$ cat src/hdl/vbd_pkg.sv
package vbd_pkg;

    // Configuration port
    localparam int CFG_W = 9;
    typedef logic [0:0] t_cfg_idx;
    localparam t_cfg_idx REG_BLOCKS_WIDE = 1'b0;
    localparam t_cfg_idx REG_BLOCKS_HIGH = 1'b1;

    localparam logic [CFG_W-1:0] BLOCKS_WIDE_RST = 9'd80;
    localparam logic [CFG_W-1:0] BLOCKS_HIGH_RST = 9'd50;

    // Frame size limits (defaults of the top level parameters)
    localparam int MAX_BLOCKS_WIDE_DEF = 256;
    localparam int MAX_BLOCKS_HIGH_DEF = 256;

    // Code word decoding
    localparam int         SKIP_W    = 10;
    localparam logic [7:0] SKIP_MASK = 8'hFC;
    localparam logic [7:0] SKIP_CODE = 8'h84;
    localparam logic [7:0] FILL_MIN  = 8'h80;
    localparam logic [15:0] QUAD_BIT = 16'h8000;

    localparam int POS_OUT_W = 10;

    // Block queue: 2**QUEUE_AW entries
    localparam int QUEUE_AW = 1;

    // One finished block, ready to be written out row by row
    typedef struct packed {
        logic [POS_OUT_W-1:0] base_row;  // memory row of pixel row 0
        logic [POS_OUT_W-1:0] col;       // first pixel column
        logic [15:0]          flags;
        logic [7:0][15:0]     colours;   // index {quad_row, quad_col, pick_second}
    } t_blk;

endpackage

$ cat src/hdl/vbd_word_if.sv
interface vbd_word_if;
    logic        valid;
    logic        ready;
    logic [15:0] code_word;
    logic        chunk_end;

    modport source (output valid, output code_word, output chunk_end, input ready);
    modport sink   (input valid, input code_word, input chunk_end, output ready);
endinterface

$ cat src/hdl/vbd_row_if.sv
interface vbd_row_if;
    logic        valid;
    logic        ready;
    logic [9:0]  image_row;
    logic [9:0]  image_col;
    logic [15:0] pixel_a;
    logic [15:0] pixel_b;
    logic [15:0] pixel_c;
    logic [15:0] pixel_d;
    logic        block_last_row;

    modport source (
        output valid, output image_row, output image_col,
        output pixel_a, output pixel_b, output pixel_c, output pixel_d,
        output block_last_row, input ready
    );
    modport sink (
        input valid, input image_row, input image_col,
        input pixel_a, input pixel_b, input pixel_c, input pixel_d,
        input block_last_row, output ready
    );
endinterface

$ cat src/hdl/vbd_div.sv
module vbd_div #(
    parameter int DVD_W = 11,
    parameter int DVS_W = 9
) (
    input  logic             i_clk,
    input  logic             i_rst_n,
    input  logic             i_start,
    input  logic [DVD_W-1:0] i_dividend,
    input  logic [DVS_W-1:0] i_divisor,
    output logic             o_done,
    output logic [DVD_W-1:0] o_quot,
    output logic [DVS_W-1:0] o_rem
);
    localparam int CNT_W = $clog2(DVD_W + 1);

    logic             r_busy, n_busy;
    logic             r_done, n_done;
    logic [CNT_W-1:0] r_cnt, n_cnt;
    logic [DVD_W-1:0] r_quot, n_quot;
    logic [DVS_W-1:0] r_rem, n_rem;
    logic [DVS_W-1:0] r_dvs, n_dvs;
    logic [DVS_W:0]   w_shift;
    logic [DVS_W:0]   w_diff;
    logic             w_ge;

    // one quotient bit per cycle, restoring
    assign w_shift = {r_rem, r_quot[DVD_W-1]};
    assign w_diff  = w_shift - {1'b0, r_dvs};
    assign w_ge    = (w_shift >= {1'b0, r_dvs});

    always_comb begin
        n_busy = r_busy;
        n_done = 1'b0;
        n_cnt  = r_cnt;
        n_quot = r_quot;
        n_rem  = r_rem;
        n_dvs  = r_dvs;
        if (i_start) begin
            n_busy = 1'b1;
            n_cnt  = CNT_W'(DVD_W);
            n_quot = i_dividend;
            n_rem  = '0;
            n_dvs  = i_divisor;
        end else if (r_busy) begin
            n_quot = {r_quot[DVD_W-2:0], w_ge};
            n_rem  = w_ge ? w_diff[DVS_W-1:0] : w_shift[DVS_W-1:0];
            n_cnt  = r_cnt - CNT_W'(1);
            if (r_cnt == CNT_W'(1)) begin
                n_busy = 1'b0;
                n_done = 1'b1;
            end
        end
    end

    always_ff @(posedge i_clk) begin
        if (!i_rst_n) begin
            r_busy <= 1'b0;
            r_done <= 1'b0;
            r_cnt  <= '0;
        end else begin
            r_busy <= n_busy;
            r_done <= n_done;
            r_cnt  <= n_cnt;
        end
        r_quot <= n_quot;
        r_rem  <= n_rem;
        r_dvs  <= n_dvs;
    end

    assign o_done = r_done;
    assign o_quot = r_quot;
    assign o_rem  = r_rem;

endmodule

$ cat src/hdl/vbd_queue.sv
module vbd_queue (
    input  logic          i_clk,
    input  logic          i_rst_n,
    input  logic          i_push,
    input  vbd_pkg::t_blk i_blk,
    output logic          o_full,
    output logic          o_valid,
    output vbd_pkg::t_blk o_head,
    input  logic          i_pop
);
    import vbd_pkg::*;

    localparam int DEPTH = 2 ** QUEUE_AW;

    t_blk              r_mem [DEPTH];
    logic [QUEUE_AW-1:0] r_wr, r_rd;
    logic [QUEUE_AW:0]   r_cnt;

    assign o_full  = (r_cnt == (QUEUE_AW+1)'(DEPTH));
    assign o_valid = (r_cnt != '0);
    assign o_head  = r_mem[r_rd];

    // pointers and fill level
    always_ff @(posedge i_clk) begin
        if (!i_rst_n) begin
            r_wr  <= '0;
            r_rd  <= '0;
            r_cnt <= '0;
        end else begin
            if (i_push) begin
                r_wr <= r_wr + QUEUE_AW'(1);
            end
            if (i_pop) begin
                r_rd <= r_rd + QUEUE_AW'(1);
            end
            if (i_push && !i_pop) begin
                r_cnt <= r_cnt + (QUEUE_AW+1)'(1);
            end else if (i_pop && !i_push) begin
                r_cnt <= r_cnt - (QUEUE_AW+1)'(1);
            end
        end
    end

    // storage
    always_ff @(posedge i_clk) begin
        if (i_push) begin
            r_mem[r_wr] <= i_blk;
        end
    end

endmodule

$ cat src/hdl/vbd_front.sv
module vbd_front #(
    parameter int MAX_BLOCKS_WIDE = vbd_pkg::MAX_BLOCKS_WIDE_DEF,
    parameter int MAX_BLOCKS_HIGH = vbd_pkg::MAX_BLOCKS_HIGH_DEF
) (
    input  logic                       i_clk,
    input  logic                       i_rst_n,
    input  logic [vbd_pkg::CFG_W-1:0]  i_blocks_wide,
    input  logic [vbd_pkg::CFG_W-1:0]  i_blocks_high,
    vbd_word_if.sink                   i_word,
    input  logic                       i_q_full,
    output logic                       o_push,
    output vbd_pkg::t_blk              o_blk
);
    import vbd_pkg::*;

    localparam int WID_W  = $clog2(MAX_BLOCKS_WIDE + 1);
    localparam int HGT_W  = $clog2(MAX_BLOCKS_HIGH + 1);
    localparam int POS_W  = ((WID_W > SKIP_W) ? WID_W : SKIP_W) + 1;
    localparam int SUM_W  = ((HGT_W > POS_W) ? HGT_W : POS_W) + 1;
    localparam int CWW    = (WID_W > CFG_W) ? WID_W : CFG_W;
    localparam int CHW    = (HGT_W > CFG_W) ? HGT_W : CFG_W;
    localparam int COLX_W = (WID_W > 8) ? WID_W : 8;
    localparam int ROWX_W = (HGT_W > 8) ? HGT_W : 8;

    typedef enum logic {ST_RUN, ST_DIV} t_state;

    typedef enum logic [3:0] {
        PH_CODE = 4'd0,
        PH_C0   = 4'd1,
        PH_C1   = 4'd2,
        PH_C2   = 4'd3,
        PH_C3   = 4'd4,
        PH_C4   = 4'd5,
        PH_C5   = 4'd6,
        PH_C6   = 4'd7,
        PH_C7   = 4'd8
    } t_phase;

    t_state              r_state, n_state;
    t_phase              r_phase, n_phase;
    logic                r_hold_v, n_hold_v;
    logic [15:0]         r_word, n_word;
    logic                r_end, n_end;
    logic [15:0]         r_flags, n_flags;
    logic [15:0]         r_cs [8];
    logic [15:0]         n_cs [8];
    logic [WID_W-1:0]    r_col, n_col;
    logic [HGT_W-1:0]    r_row, n_row;
    logic [SKIP_W-1:0]   r_skip, n_skip;
    logic                r_stopped, n_stopped;

    logic [WID_W-1:0]    eff_w;
    logic [HGT_W-1:0]    eff_h;
    logic [CWW-1:0]      wide_x;
    logic [CHW-1:0]      high_x;
    logic                need_div;
    logic                row_over;
    logic                is_skip;
    logic                will_emit;
    logic                consume;
    logic                step;
    logic [2:0]          cs_idx;
    logic                div_start;
    logic                div_done;
    logic [POS_W-1:0]    div_quot;
    logic [WID_W-1:0]    div_rem;
    logic [POS_W-1:0]    div_dvd;
    logic [SUM_W-1:0]    row_sum;
    logic [COLX_W-1:0]   col_x;
    logic [ROWX_W-1:0]   rows_left;
    t_blk                blk;

    // clamp the frame size to 1..max
    assign wide_x = CWW'(i_blocks_wide);
    assign high_x = CHW'(i_blocks_high);
    always_comb begin
        if (i_blocks_wide == '0) begin
            eff_w = WID_W'(1);
        end else if (wide_x > CWW'(MAX_BLOCKS_WIDE)) begin
            eff_w = WID_W'(MAX_BLOCKS_WIDE);
        end else begin
            eff_w = WID_W'(wide_x);
        end
        if (i_blocks_high == '0) begin
            eff_h = HGT_W'(1);
        end else if (high_x > CHW'(MAX_BLOCKS_HIGH)) begin
            eff_h = HGT_W'(MAX_BLOCKS_HIGH);
        end else begin
            eff_h = HGT_W'(high_x);
        end
    end

    // pending skip or a column past a narrowed width needs the divider
    assign need_div = !r_stopped && ((r_skip != '0) || (r_col >= eff_w));
    assign row_over = (r_row >= eff_h);
    assign is_skip  = ((r_word[15:8] & SKIP_MASK) == SKIP_CODE);
    assign cs_idx   = 3'(4'(r_phase) - 4'd1);

    always_comb begin
        will_emit = 1'b0;
        if (!r_stopped && !row_over) begin
            case (r_phase)
                PH_CODE: will_emit = !is_skip && (r_word[15:8] >= FILL_MIN);
                PH_C1:   will_emit = ((r_cs[0] & QUAD_BIT) == '0);
                PH_C7:   will_emit = 1'b1;
                default: will_emit = 1'b0;
            endcase
        end
    end

    // block descriptor
    assign col_x     = COLX_W'(r_col);
    assign rows_left = ROWX_W'(eff_h) - ROWX_W'(r_row);
    always_comb begin
        blk.base_row = {rows_left[7:0], 2'b00} - POS_OUT_W'(1);
        blk.col      = {col_x[7:0], 2'b00};
        blk.flags    = r_flags;
        for (int i = 0; i < 8; i++) begin
            case (r_phase)
                PH_CODE: blk.colours[i] = r_word;
                PH_C1:   blk.colours[i] = (i % 2 == 1) ? r_word : r_cs[0];
                default: blk.colours[i] = (i == 7) ? r_word : r_cs[i];
            endcase
        end
    end

    assign div_dvd = POS_W'(r_col) + POS_W'(r_skip);
    assign row_sum = SUM_W'(r_row) + SUM_W'(div_quot);

    // word processing
    always_comb begin
        n_state   = r_state;
        n_phase   = r_phase;
        n_hold_v  = r_hold_v;
        n_word    = r_word;
        n_end     = r_end;
        n_flags   = r_flags;
        n_cs      = r_cs;
        n_col     = r_col;
        n_row     = r_row;
        n_skip    = r_skip;
        n_stopped = r_stopped;
        div_start = 1'b0;
        consume   = 1'b0;
        step      = 1'b0;
        o_push    = 1'b0;

        case (r_state)
            ST_RUN: begin
                if (r_hold_v) begin
                    if (need_div) begin
                        div_start = 1'b1;
                        n_state   = ST_DIV;
                    end else if (!(will_emit && i_q_full)) begin
                        consume = 1'b1;
                        o_push  = will_emit;
                        if (!r_stopped && row_over) begin
                            n_stopped = 1'b1;
                        end else if (!r_stopped) begin
                            case (r_phase)
                                PH_CODE: begin
                                    if (is_skip) begin
                                        if (r_word[SKIP_W-1:0] == '0) begin
                                            n_stopped = 1'b1;
                                        end else begin
                                            n_skip = r_word[SKIP_W-1:0] - SKIP_W'(1);
                                            step   = 1'b1;
                                        end
                                    end else if (r_word[15:8] < FILL_MIN) begin
                                        n_flags = r_word;
                                        n_phase = PH_C0;
                                    end else begin
                                        step = 1'b1;
                                    end
                                end
                                PH_C0: begin
                                    n_cs[0] = r_word;
                                    n_phase = PH_C1;
                                end
                                PH_C1: begin
                                    n_cs[1] = r_word;
                                    if (will_emit) begin
                                        step    = 1'b1;
                                        n_phase = PH_CODE;
                                    end else begin
                                        n_phase = PH_C2;
                                    end
                                end
                                PH_C2, PH_C3, PH_C4, PH_C5, PH_C6: begin
                                    n_cs[cs_idx] = r_word;
                                    n_phase      = t_phase'(4'(r_phase) + 4'd1);
                                end
                                PH_C7: begin
                                    n_cs[7] = r_word;
                                    step    = 1'b1;
                                    n_phase = PH_CODE;
                                end
                                default: n_phase = PH_CODE;
                            endcase

                            // move on one block
                            if (step) begin
                                if (r_col + WID_W'(1) == eff_w) begin
                                    n_col = '0;
                                    if (r_row + HGT_W'(1) == eff_h) begin
                                        n_stopped = 1'b1;
                                    end else begin
                                        n_row = r_row + HGT_W'(1);
                                    end
                                end else begin
                                    n_col = r_col + WID_W'(1);
                                end
                            end
                        end

                        // chunk end restarts the frame
                        if (r_end) begin
                            n_phase   = PH_CODE;
                            n_flags   = '0;
                            n_col     = '0;
                            n_row     = '0;
                            n_skip    = '0;
                            n_stopped = 1'b0;
                        end
                    end
                end
            end
            ST_DIV: begin
                if (div_done) begin
                    n_col  = div_rem;
                    n_skip = '0;
                    if (row_sum >= SUM_W'(eff_h)) begin
                        n_stopped = 1'b1;
                    end else begin
                        n_row = HGT_W'(row_sum);
                    end
                    n_state = ST_RUN;
                end
            end
            default: n_state = ST_RUN;
        endcase

        // input beat
        if (consume) begin
            n_hold_v = 1'b0;
        end
        if (i_word.valid && (!r_hold_v || consume)) begin
            n_hold_v = 1'b1;
            n_word   = i_word.code_word;
            n_end    = i_word.chunk_end;
        end
    end

    assign i_word.ready = !r_hold_v || consume;
    assign o_blk        = blk;

    always_ff @(posedge i_clk) begin
        if (!i_rst_n) begin
            r_state   <= ST_RUN;
            r_phase   <= PH_CODE;
            r_hold_v  <= 1'b0;
            r_flags   <= '0;
            r_col     <= '0;
            r_row     <= '0;
            r_skip    <= '0;
            r_stopped <= 1'b0;
        end else begin
            r_state   <= n_state;
            r_phase   <= n_phase;
            r_hold_v  <= n_hold_v;
            r_flags   <= n_flags;
            r_col     <= n_col;
            r_row     <= n_row;
            r_skip    <= n_skip;
            r_stopped <= n_stopped;
        end
        r_word <= n_word;
        r_end  <= n_end;
        r_cs   <= n_cs;
    end

    vbd_div #(
        .DVD_W (POS_W),
        .DVS_W (WID_W)
    ) u_div (
        .i_clk      (i_clk),
        .i_rst_n    (i_rst_n),
        .i_start    (div_start),
        .i_dividend (div_dvd),
        .i_divisor  (eff_w),
        .o_done     (div_done),
        .o_quot     (div_quot),
        .o_rem      (div_rem)
    );

`ifndef NO_ASSERTIONS
    // no block leaves while the position is being recomputed
    a_no_push_in_div: assert property (@(posedge i_clk) disable iff (!i_rst_n)
        (r_state == ST_DIV) |-> !o_push)
        else $error("block pushed during position divide");

    // a chunk end leaves a clean frame
    a_chunk_restart: assert property (@(posedge i_clk) disable iff (!i_rst_n)
        (consume && r_end) |=> (r_phase == PH_CODE && !r_stopped && r_skip == '0
                                && r_col == '0 && r_row == '0))
        else $error("frame state not cleared after chunk end");

    // blocks are only placed inside the frame
    a_push_in_frame: assert property (@(posedge i_clk) disable iff (!i_rst_n)
        o_push |-> (!r_stopped && r_row < eff_h && r_col < eff_w))
        else $error("block pushed outside the frame");

    // the held word survives the divide
    a_hold_in_div: assert property (@(posedge i_clk) disable iff (!i_rst_n)
        (r_state == ST_DIV && div_done) |=> (r_state == ST_RUN && r_hold_v && !need_div))
        else $error("held word lost across divide");
`endif

endmodule

$ cat src/hdl/vbd_back.sv
module vbd_back (
    input  logic          i_clk,
    input  logic          i_rst_n,
    input  logic          i_q_valid,
    input  vbd_pkg::t_blk i_head,
    output logic          o_pop,
    vbd_row_if.source     o_row
);
    import vbd_pkg::*;

    logic [1:0]  r_py;
    logic        r_ov;
    logic [9:0]  r_img_row;
    logic [9:0]  r_img_col;
    logic [15:0] r_pix_a, r_pix_b, r_pix_c, r_pix_d;
    logic        r_last;
    logic        load;
    logic [3:0]  fr;

    function automatic logic [15:0] pick(t_blk b, logic hi_row, logic hi_col, logic flag);
        return b.colours[{hi_row, hi_col, ~flag}];
    endfunction

    // next row goes out when the output register is free or drains now
    assign load  = i_q_valid && (!r_ov || o_row.ready);
    assign o_pop = load && (r_py == 2'd3);
    assign fr    = i_head.flags[{r_py, 2'b00} +: 4];

    always_ff @(posedge i_clk) begin
        if (!i_rst_n) begin
            r_py <= '0;
            r_ov <= 1'b0;
        end else begin
            if (load) begin
                r_py <= r_py + 2'd1;
                r_ov <= 1'b1;
            end else if (o_row.ready) begin
                r_ov <= 1'b0;
            end
        end
        if (load) begin
            r_img_row <= i_head.base_row - POS_OUT_W'(r_py);
            r_img_col <= i_head.col;
            r_pix_a   <= pick(i_head, r_py[1], 1'b0, fr[0]);
            r_pix_b   <= pick(i_head, r_py[1], 1'b0, fr[1]);
            r_pix_c   <= pick(i_head, r_py[1], 1'b1, fr[2]);
            r_pix_d   <= pick(i_head, r_py[1], 1'b1, fr[3]);
            r_last    <= (r_py == 2'd3);
        end
    end

    assign o_row.valid          = r_ov;
    assign o_row.image_row      = r_img_row;
    assign o_row.image_col      = r_img_col;
    assign o_row.pixel_a        = r_pix_a;
    assign o_row.pixel_b        = r_pix_b;
    assign o_row.pixel_c        = r_pix_c;
    assign o_row.pixel_d        = r_pix_d;
    assign o_row.block_last_row = r_last;

endmodule

$ cat src/hdl/video1_block_decoder.sv
// Channel   Dir  Beat                         Payload
// i_word    in   one 16-bit frame word        code_word, chunk_end
// o_row     out  one 4-pixel row of a block   image_row, image_col, pixel_a..d,
//                                             block_last_row
// i_cfg_*   in   register write               i_cfg_idx, i_cfg_data
//
// Words enter at one per cycle unless a divide is running or a finished
// block finds the block queue full; a finished block leaves as four row
// beats, so a stream of fill words is paced by the row output register. A
// pending skip count or a column past a narrowed width costs a restoring
// divide before the word is decoded. Reset is synchronous; the size
// registers return to 80 x 50 and no clearing pass is needed. The two-block
// queue lets word intake continue while the output side is stalled.
module video1_block_decoder #(
    parameter int MAX_BLOCKS_WIDE = vbd_pkg::MAX_BLOCKS_WIDE_DEF,
    parameter int MAX_BLOCKS_HIGH = vbd_pkg::MAX_BLOCKS_HIGH_DEF
) (
    input  logic                      i_clk,
    input  logic                      i_rst_n,
    input  logic                      i_cfg_we,
    input  vbd_pkg::t_cfg_idx         i_cfg_idx,
    input  logic [vbd_pkg::CFG_W-1:0] i_cfg_data,
    vbd_word_if.sink                  i_word,
    vbd_row_if.source                 o_row
);
    import vbd_pkg::*;

    logic [CFG_W-1:0] r_blocks_wide;
    logic [CFG_W-1:0] r_blocks_high;
    logic             q_push;
    logic             q_full;
    logic             q_valid;
    logic             q_pop;
    t_blk             q_in;
    t_blk             q_head;

    // size registers
    always_ff @(posedge i_clk) begin
        if (!i_rst_n) begin
            r_blocks_wide <= BLOCKS_WIDE_RST;
            r_blocks_high <= BLOCKS_HIGH_RST;
        end else if (i_cfg_we) begin
            case (i_cfg_idx)
                REG_BLOCKS_WIDE: r_blocks_wide <= i_cfg_data;
                REG_BLOCKS_HIGH: r_blocks_high <= i_cfg_data;
                default: ;
            endcase
        end
    end

    vbd_front #(
        .MAX_BLOCKS_WIDE (MAX_BLOCKS_WIDE),
        .MAX_BLOCKS_HIGH (MAX_BLOCKS_HIGH)
    ) u_front (
        .i_clk         (i_clk),
        .i_rst_n       (i_rst_n),
        .i_blocks_wide (r_blocks_wide),
        .i_blocks_high (r_blocks_high),
        .i_word        (i_word),
        .i_q_full      (q_full),
        .o_push        (q_push),
        .o_blk         (q_in)
    );

    vbd_queue u_queue (
        .i_clk   (i_clk),
        .i_rst_n (i_rst_n),
        .i_push  (q_push),
        .i_blk   (q_in),
        .o_full  (q_full),
        .o_valid (q_valid),
        .o_head  (q_head),
        .i_pop   (q_pop)
    );

    vbd_back u_back (
        .i_clk     (i_clk),
        .i_rst_n   (i_rst_n),
        .i_q_valid (q_valid),
        .i_head    (q_head),
        .o_pop     (q_pop),
        .o_row     (o_row)
    );

endmodule

$ cat src/flat_wrapper.sv
// flat-port wrapper written by rule: the top's interface ports become plain ports
module video1_block_decoder_flat import vbd_pkg::*;
#(
    parameter int MAX_BLOCKS_WIDE = vbd_pkg::MAX_BLOCKS_WIDE_DEF,
    parameter int MAX_BLOCKS_HIGH = vbd_pkg::MAX_BLOCKS_HIGH_DEF
)
  (i_clk, i_rst_n, i_cfg_we, i_cfg_idx, i_cfg_data, i_word_valid, i_word_code_word, i_word_chunk_end, i_word_ready, o_row_valid, o_row_image_row, o_row_image_col, o_row_pixel_a, o_row_pixel_b, o_row_pixel_c, o_row_pixel_d, o_row_block_last_row, o_row_ready);
  vbd_word_if i_word_i ();
  vbd_row_if o_row_i ();
  input  logic i_clk;
  input  logic i_rst_n;
  input  logic i_cfg_we;
  input  vbd_pkg::t_cfg_idx i_cfg_idx;
  input  logic [vbd_pkg::CFG_W-1:0] i_cfg_data;
  input wire logic [$bits(i_word_i.valid)-1:0] i_word_valid;
  input wire logic [$bits(i_word_i.code_word)-1:0] i_word_code_word;
  input wire logic [$bits(i_word_i.chunk_end)-1:0] i_word_chunk_end;
  output wire logic [$bits(i_word_i.ready)-1:0] i_word_ready;
  output wire logic [$bits(o_row_i.valid)-1:0] o_row_valid;
  output wire logic [$bits(o_row_i.image_row)-1:0] o_row_image_row;
  output wire logic [$bits(o_row_i.image_col)-1:0] o_row_image_col;
  output wire logic [$bits(o_row_i.pixel_a)-1:0] o_row_pixel_a;
  output wire logic [$bits(o_row_i.pixel_b)-1:0] o_row_pixel_b;
  output wire logic [$bits(o_row_i.pixel_c)-1:0] o_row_pixel_c;
  output wire logic [$bits(o_row_i.pixel_d)-1:0] o_row_pixel_d;
  output wire logic [$bits(o_row_i.block_last_row)-1:0] o_row_block_last_row;
  input wire logic [$bits(o_row_i.ready)-1:0] o_row_ready;
  assign i_word_i.valid = i_word_valid;
  assign i_word_i.code_word = i_word_code_word;
  assign i_word_i.chunk_end = i_word_chunk_end;
  assign i_word_ready = i_word_i.ready;
  assign o_row_valid = o_row_i.valid;
  assign o_row_image_row = o_row_i.image_row;
  assign o_row_image_col = o_row_i.image_col;
  assign o_row_pixel_a = o_row_i.pixel_a;
  assign o_row_pixel_b = o_row_i.pixel_b;
  assign o_row_pixel_c = o_row_i.pixel_c;
  assign o_row_pixel_d = o_row_i.pixel_d;
  assign o_row_block_last_row = o_row_i.block_last_row;
  assign o_row_i.ready = o_row_ready;
  video1_block_decoder #(.MAX_BLOCKS_WIDE(MAX_BLOCKS_WIDE), .MAX_BLOCKS_HIGH(MAX_BLOCKS_HIGH)) u_core (.i_clk(i_clk), .i_rst_n(i_rst_n), .i_cfg_we(i_cfg_we), .i_cfg_idx(i_cfg_idx), .i_cfg_data(i_cfg_data), .i_word(i_word_i), .o_row(o_row_i));
endmodule
$ cat config.mk
export PLATFORM = sky130hd
export DESIGN_NAME = video1_block_decoder_flat
export DESIGN_NICKNAME = d
export VERILOG_FILES = /design/src/hdl/vbd_pkg.sv /design/src/hdl/vbd_word_if.sv /design/src/hdl/vbd_row_if.sv /design/src/hdl/vbd_div.sv /design/src/hdl/vbd_queue.sv /design/src/hdl/vbd_front.sv /design/src/hdl/vbd_back.sv /design/src/hdl/video1_block_decoder.sv /design/src/flat_wrapper.sv
export SDC_FILE = /design/constraint.sdc
export NUM_CORES = 1
export LEC_CHECK = 0
export BUFFER_PORTS_ARGS = -buffer_cell sky130_fd_sc_hd__buf_2
export CAP_MARGIN = 10
export CELL_PAD_IN_SITES_DETAIL_PLACEMENT = 1
export CELL_PAD_IN_SITES_GLOBAL_PLACEMENT = 1
export CORE_MARGIN = 2
export CORE_UTILIZATION = 35
export DETAILED_ROUTE_END_ITERATION = 8
export GPL_ROUTABILITY_DRIVEN = 0
export GPL_TIMING_DRIVEN = 0
export PLACE_DENSITY = 0.71
export SLEW_MARGIN = 20
export SYNTH_ARGS = -nofsm -noshare
export SYNTH_HDL_FRONTEND = slang
export SYNTH_HIERARCHICAL = 1
export SYNTH_SLANG_ARGS = --single-unit
$ cat constraint.sdc
create_clock -name i_clk -period 9.3 [get_ports i_clk]
set_input_delay 1.86 -clock i_clk [delete_from_list [all_inputs] [get_ports i_clk]]
set_output_delay 1.86 -clock i_clk [all_outputs]
set_load 0.01 [all_outputs]
==> results of run 1 <==
registers in the layout (all words and copies together), names as in the netlist, 4 cells and up, named ones only:
signal and cells:
u_core/r_blocks_high 9, u_core/r_blocks_wide 9, u_core/u_back/o_row.image_col 10, u_core/u_back/o_row.image_row 10, u_core/u_back/o_row.pixel_a 16, u_core/u_back/o_row.pixel_b 16
u_core/u_back/o_row.pixel_c 16, u_core/u_back/o_row.pixel_d 16, u_core/u_front/col_x 9, u_core/u_front/r_cs 112, u_core/u_front/r_flags 16, u_core/u_front/r_phase 4
u_core/u_front/r_row 9, u_core/u_front/r_skip 10, u_core/u_front/r_word 16, u_core/u_front/u_div/o_quot 11, u_core/u_front/u_div/o_rem 9, u_core/u_front/u_div/r_cnt 4
u_core/u_front/u_div/r_dvs 9, u_core/u_queue/r_mem 328
kinds of logic (layout without fill, tap and decap cells):
kind of cell / count (synthesis) / count (layout)
flip-flops: 654 / 654
adder cells (fa/ha/maj): 80 / 80
multiplexers: 396 / 396
XOR/XNOR: 64 / 64
buffers and inverters: 200 / 481
other: 2 / 5
AND/OR/NAND/NOR: 575 / 575
AO/OA/AOI/OAI: 309 / 309
through the flow:
stage	hold slack, ns	total power, W	TNS, ns	cell area [sq um]
final	0.442	0.00807	0	35700
after global routing	0.466	0.00839	0	35700
after CTS	0.442	0.00816	0	35700
after detailed placement	0.446	0.00509	0	33100
after global placement	0.429	0.00500	-309.44	32600
after floorplan	0.417	0.00456	0	30600
cell type report:
type	count	area (sq um)
diodes	1	2.50
plain buffers	114	778
clock buffers	87	1960
clock inverters	54	613
fillers	8971	50900
inverters	86	323
multi-input cells	1428	10800
flip-flops and latches	654	18700
well taps	1155	1450
repair buffers	140	1040
Yosys cell counts (all sizes together) (12+ instances only):
cell | count | area (sq um)
nand2 | 287 | 1080
nand2b | 17 | 106
clkbuf | 54 | 203
nor2b | 24 | 158
a21o | 59 | 443
edfxtp | 562 | 16900
nor3 | 26 | 130
ha | 75 | 938
nor4 | 15 | 106
inv | 85 | 319
dfxtp | 92 | 1840
nor2 | 80 | 300
mux2 | 176 | 1990
or3 | 18 | 113
mux2i | 220 | 2300
nand3 | 30 | 163
buf | 60 | 574
xor2 | 25 | 219
and2 | 24 | 153
a21oi | 75 | 383
xnor2 | 37 | 324
a22oi | 21 | 158
a211oi | 13 | 103
o21ai | 45 | 225
o31ai | 12 | 90.1
power by group through the flow:
stage                     Sequential [W]  Combinational, W  Clock [W]
after detailed placement         0.00367           0.00143          0
after global routing             0.00363           0.00155    0.00321
after floorplan                  0.00366          0.000899          0
after global placement           0.00370           0.00130          0
after CTS                        0.00361           0.00144    0.00311
final                            0.00360           0.00143    0.00304
final timing paths:
kind                                                 start                      endpoint  slack (ns)  depth (start not counted)
worst min-delay path            u_core/u_front/r_flags[12]  u_core/u_queue/r_mem[0][140]        0.44                          0
worst max register to register     u_core/r_blocks_wide[6]   u_core/u_queue/r_mem[0][21]        3.76                         17
worst max-delay path               u_core/r_blocks_wide[6]                  i_word_ready        3.43                         12
worst min register to register  u_core/u_front/r_flags[12]  u_core/u_queue/r_mem[0][140]        0.44                          0
worst max-delay path, delay by kind of cell, from the launching register on:
kind	cells	cell delay [ns]
DFF	1	0.31
adders and majority gates	1	0.29
AOI/OAI and AO/OA	5	1.28
and+or+nand+nor	4	1.13
buffers and inverters	2	0.38
placed cells by master, fill, tap and decap left out, drive strengths merged, types with 5 or more instances in the layout:
master / instances
o211ai: 8
nor3: 26
dfxtp: 92
nand2b: 17
a31oi: 10
and2: 24
nand2: 287
a311oi: 7
nand4: 10
a21o: 59
mux2i: 220
a21oi: 75
buf: 200
a22oi: 21
ha: 75
bufinv: 8
o21a: 11
nand3: 30
xnor2: 37
clkinv: 42
clkbuf: 141
and3: 10
a211oi: 13
nor3b: 8
or3: 18
nor4: 15
mux2: 176
nor2b: 24
nor2: 80
a21boi: 7
edfxtp: 562
o31ai: 12
o21ai: 45
inv: 87
xor2: 25
nand3b: 5
fa: 5
per-layer routing:
layer | share of wire, % | global-route usage [%]
met5 | 0 | 0
met4 | 4.8 | 8.43
met3 | 4.1 | 2.70
met2 | 51 | 34.5
met1 | 40 | 22.8
==> results.toml, run 1 <==
[worst_setup_path]
path_cells = "clkbuf_1, nor4_1, a21oi_1, nor2_1, ha_1, nand2b_1, a31oi_1, o21ai_0, a311o_1, a21oi_1, nand2b_1, buf_2"
cp.arrival_ns = 4.01
crit_fanout = 9
cp_slowest_stage_delay_ns = 0.48
worst_setup_path_start_kind = "flip-flop"
criticalPathCategory = "reg2out"
critPathSlowestCell = "nor4_1"
required_ns = 7.44
critical_path.endpoint_type = "output pin"

[timing]
slew_headroom_pct = 28.7
hold_viol_final = 0
tightestPinTransition_ns = 1.06
fmax_mhz = 170
skew_ns = 0.0509
final.setup.worst_slack_ns = 3.43
layout_min_cycle_time_ns = 5.87
setup_viol = 0
grt_setup_unrepaired = "false"
slew_viol_final = 0
period_share_pct = 63.1

[clock_tree]
postCtsHoldBufs = 0
clock-root-buffer = "clkbuf_16"
cts_max_path_buffers = 3
path_clk_slew_ns = 0.06
cts_resized = 0
htreeDepth = 3
cts_sinks = 654
postCtsSetupBuffers = 0
clk_latency_ns = 0.65
cts_buffers = 76
cts_tree = "yes"

[synthesis]
async_reset_ff_share_pct = 0
synth_simple_gate_area_share_pct = 8.88
syn_area_sq_um = 30600
synth_flop_cell = "edfxtp_1"
yosysUniqueCellTypes = 88
muxShareOfSynthArea_pct = 14.0
synth_top_family_by_area = "multiplexers"
synth_fa_ha_area_share_pct = 3.40
synth_xor_area_share_pct = 1.92
synth_edf_count = 562
synth_warnings = 6
synth_area_per_cell_sq_um = 13.4
ys_seq_area_share_pct = 61.2
ys_ff_latch = 654
synth_cells = 2280
synth_compound_area_share_pct = 6.92

[place]
hpwlAfterDp_microns = 61100
pre_cts_ws_ns = 3.84
dp_cells = 3577
portBuffers = 116

[die]
io-pin-count = 119
coreArea_sq_um = 86600
die_w_microns = 300
core.rowCount = 108
die_y_microns = 300
die_area_sq_um = 89700
start_util_pct = 35.3

[detailed_routing]
vias_per_cell = 5.25
drtAntennaViolNets = 0
routed_wl_microns = 86300
wl_per_cell_microns = 23.2
drtIter0Drc = 1429
first_pass_iters = 5
vias = 19500
drc = 0

[run]
drv_cap = 0

[pwr]
clkPwrFrac_pct = 37.6
p_int_w = 0.00580
p_sw_w = 0.00227
switching_share_pct = 28.2
ir_drop_uv = 157
p_leak_nw = 13.5
power.density_nw_per_um2 = 226
power_frac_seq_pct = 44.6
p_comb_share_pct = 17.7

[grt]
grt_pass1_vias = 21200
grt_usage_pct = 19.2
grt_pass1_wl_microns = 130000
antenna_found_initial = 3
grt_max_degree = 47
grt-ovfl-total = 0

[outcome]
status = "finished, final reports clean"

[finish]
final_nets = 2612
final_cells = 3719
area_growth_syn_to_layout_pct = 16.8
final_core_util_pct = 41.2
drive_above_1_share_pct = 20.5

[hold_path]
hp-class = "reg2reg"
Power figures use the tool's default switching activity.
==> run 2, diff against run 1 <==
Settings changed: PLACE_DENSITY 0.71 to 0.69.
Clock period 9.3 ns to 6 ns, I/O delays scaled along.
==> results.toml, run 2 (synthesis gave the netlist of run 1 again) <==
[finish]
largest_register_ffs = 328
multi_input_area_sq_um = 10800
register_area_sq_um = 18700
final_nets = 2612
reg_top3 = "u_core/u_queue/r_mem (328), u_core/u_front/r_cs (112)"
final_core_util_pct = 41.0
design_area_sq_um = 35500
regMostFlops = "u_core/u_queue/r_mem"
drive_above_1_share_pct = 20.2
layout_commonest_cell = "edfxtp_1"
final_cell_mix = "edfxtp_1 (562), nand2_1 (286), mux2i_1 (212)"
area_growth_syn_to_layout_pct = 16.2
fillers = 9010

[die]
start_util_pct = 35.3
core.rowCount = 108
coreArea_sq_um = 86600
io-pin-count = 119
die_area_sq_um = 89700
die_w_microns = 300
die_y_microns = 300

[pwr]
power_frac_seq_pct = 45.3
p_comb_share_pct = 17.8
p_int_w = 0.00888
power.density_nw_per_um2 = 347
clkPwrFrac_pct = 36.9
p_leak_nw = 13.5
switching_share_pct = 28.0
ir_drop_uv = 212
p_sw_w = 0.00344

[detailed_routing]
drtIter0Drc = 1218
drc = 0
vias_per_cell = 5.20
routed_wl_microns = 85500
vias = 19300
first_pass_iters = 5
drtAntennaViolNets = 0
wl_per_cell_microns = 23.0

[worst_setup_path]
worst_setup_path_start_kind = "flip-flop"
critPathLaunch = "u_core/r_blocks_wide[6]"
cp_slowest_stage_delay_ns = 0.68
criticalPathCategory = "reg2reg"
critPathSlowestCell = "nor2b_4"
worstReg2RegStart = "u_core/r_blocks_wide[6]"
critPathTopFamily = "simple AND/OR/NAND/NOR gates"
cp.arrival_ns = 5.47
worst_path_most_repeated_cell = "buf_16"
required_ns = 6.33
crit_fanout = 21
critical_path.endpoint_type = "flip-flop"
path_cells = "clkbuf_1, nor4_1, a21oi_1, nor2_1, ha_1, nand2b_1, a31oi_1, o21ai_0, a311o_1, nor3_1, nor2b_4, buf_12, buf_16, buf_12, buf_16, buf_16"
critPathBufInv = 6

[clock_tree]
postCtsSetupBuffers = 0
cts_buffers = 76
clk_latency_ns = 0.65
htreeDepth = 3
postCtsHoldBufs = 0
cts_tree = "yes"
cts_sinks = 654
cts_resized = 0
clock-root-buffer = "clkbuf_16"
path_clk_slew_ns = 0.06
cts_max_path_buffers = 3

[timing]
hold_viol_final = 0
setup_viol = 0
slew_viol_final = 0
slew_headroom_pct = 22.8
skew_ns = 0.0341
period_share_pct = 85.7
final.setup.worst_slack_ns = 0.859
layout_min_cycle_time_ns = 5.14
worst_hold_slack_ns = 0.455
fmax_mhz = 195
tightestPinTransition_ns = 1.15
grt_setup_unrepaired = "false"

[place]
portBuffers = 116
hpwlAfterDp_microns = 61300
placed_cell_area_sq_um = 33100
pre_cts_ws_ns = 0.797

[grt]
grt_pass1_wl_microns = 128000
grt_pass1_vias = 21000
grt-ovfl-total = 0
grt_max_degree = 43
grt_usage_pct = 18.9
antenna_found_initial = 1

[hold_path]
min_from = "u_core/u_front/r_flags[12]"
hp-class = "reg2reg"

[outcome]
status = "finished, final reports clean"

[run]
drv_cap = 0
run 2: cell count changes in the layout (fill, tap and decap cells not counted), moves of 2 or more:
cell | previous run | this run
clkbuf_1 | 62 | 73
clkinv_1 | 21 | 12
clkinv_16 | 5 | 0
bufinv_16 | 8 | 5
inv_16 | 1 | 4
buf_16 | 9 | 7
clkinv_2 | 13 | 11
clkinvlp_4 | 3 | 1
inv_6 | 0 | 2
run 2: cell type report:
| type | count | share of cell area (%) |
|---|---|---|
| inverter | 86 | 0.909 |
| timing repair buffer | 140 | 2.86 |
| antenna | 2 | 0.0141 |
| sequential | 654 | 52.7 |
| multi-input combinational | 1428 | 30.4 |
| clock buffer | 100 | 5.75 |
| tap | 1155 | 4.07 |
| buffer | 114 | 2.19 |
| clock inverter | 37 | 1.08 |
run 2: final timing paths:
check | slack [ns] | cells past startpoint | endpoint
max reg2reg | 0.86 | 16 | u_core/u_queue/r_mem[0][145]
min | 0.46 | 0 | u_core/u_queue/r_mem[1][140]
min reg2reg | 0.46 | 0 | u_core/u_queue/r_mem[1][140]
max | 0.86 | 16 | u_core/u_queue/r_mem[0][145]
run 2: power groups by stage:
| stage | Combinational (W) | Clock [W] | Sequential (W) |
|---|---|---|---|
| floorplan | 0.00139 | 0 | 0.00567 |
| global placement | 0.00203 | 0 | 0.00571 |
| detailed placement | 0.00220 | 0 | 0.00568 |
| CTS | 0.00222 | 0.00467 | 0.00558 |
| global route | 0.00239 | 0.00483 | 0.00561 |
| finish | 0.00220 | 0.00455 | 0.00558 |
run 2: per-layer routing:
metal / track usage (%) / part of all wire [%] / vias to the layer above
met2: 34.6 / 52 / 469
met1: 22.3 / 40 / 9807
met4: 7.75 / 3.8 / 0
li1: - / - / 8899
met5: 0 / 0 / -
met3: 2.50 / 4.3 / 150
run 2: metrics by stage:
step / TNS, ns / total power, W / cells
floorplan: 0 / 0.00706 / 2282
global route: 0 / 0.0128 / 3714
finish: 0 / 0.0123 / 3716
CTS: 0 / 0.0125 / 3714
global placement: -612.32 / 0.00774 / 3553
detailed placement: 0 / 0.00788 / 3577
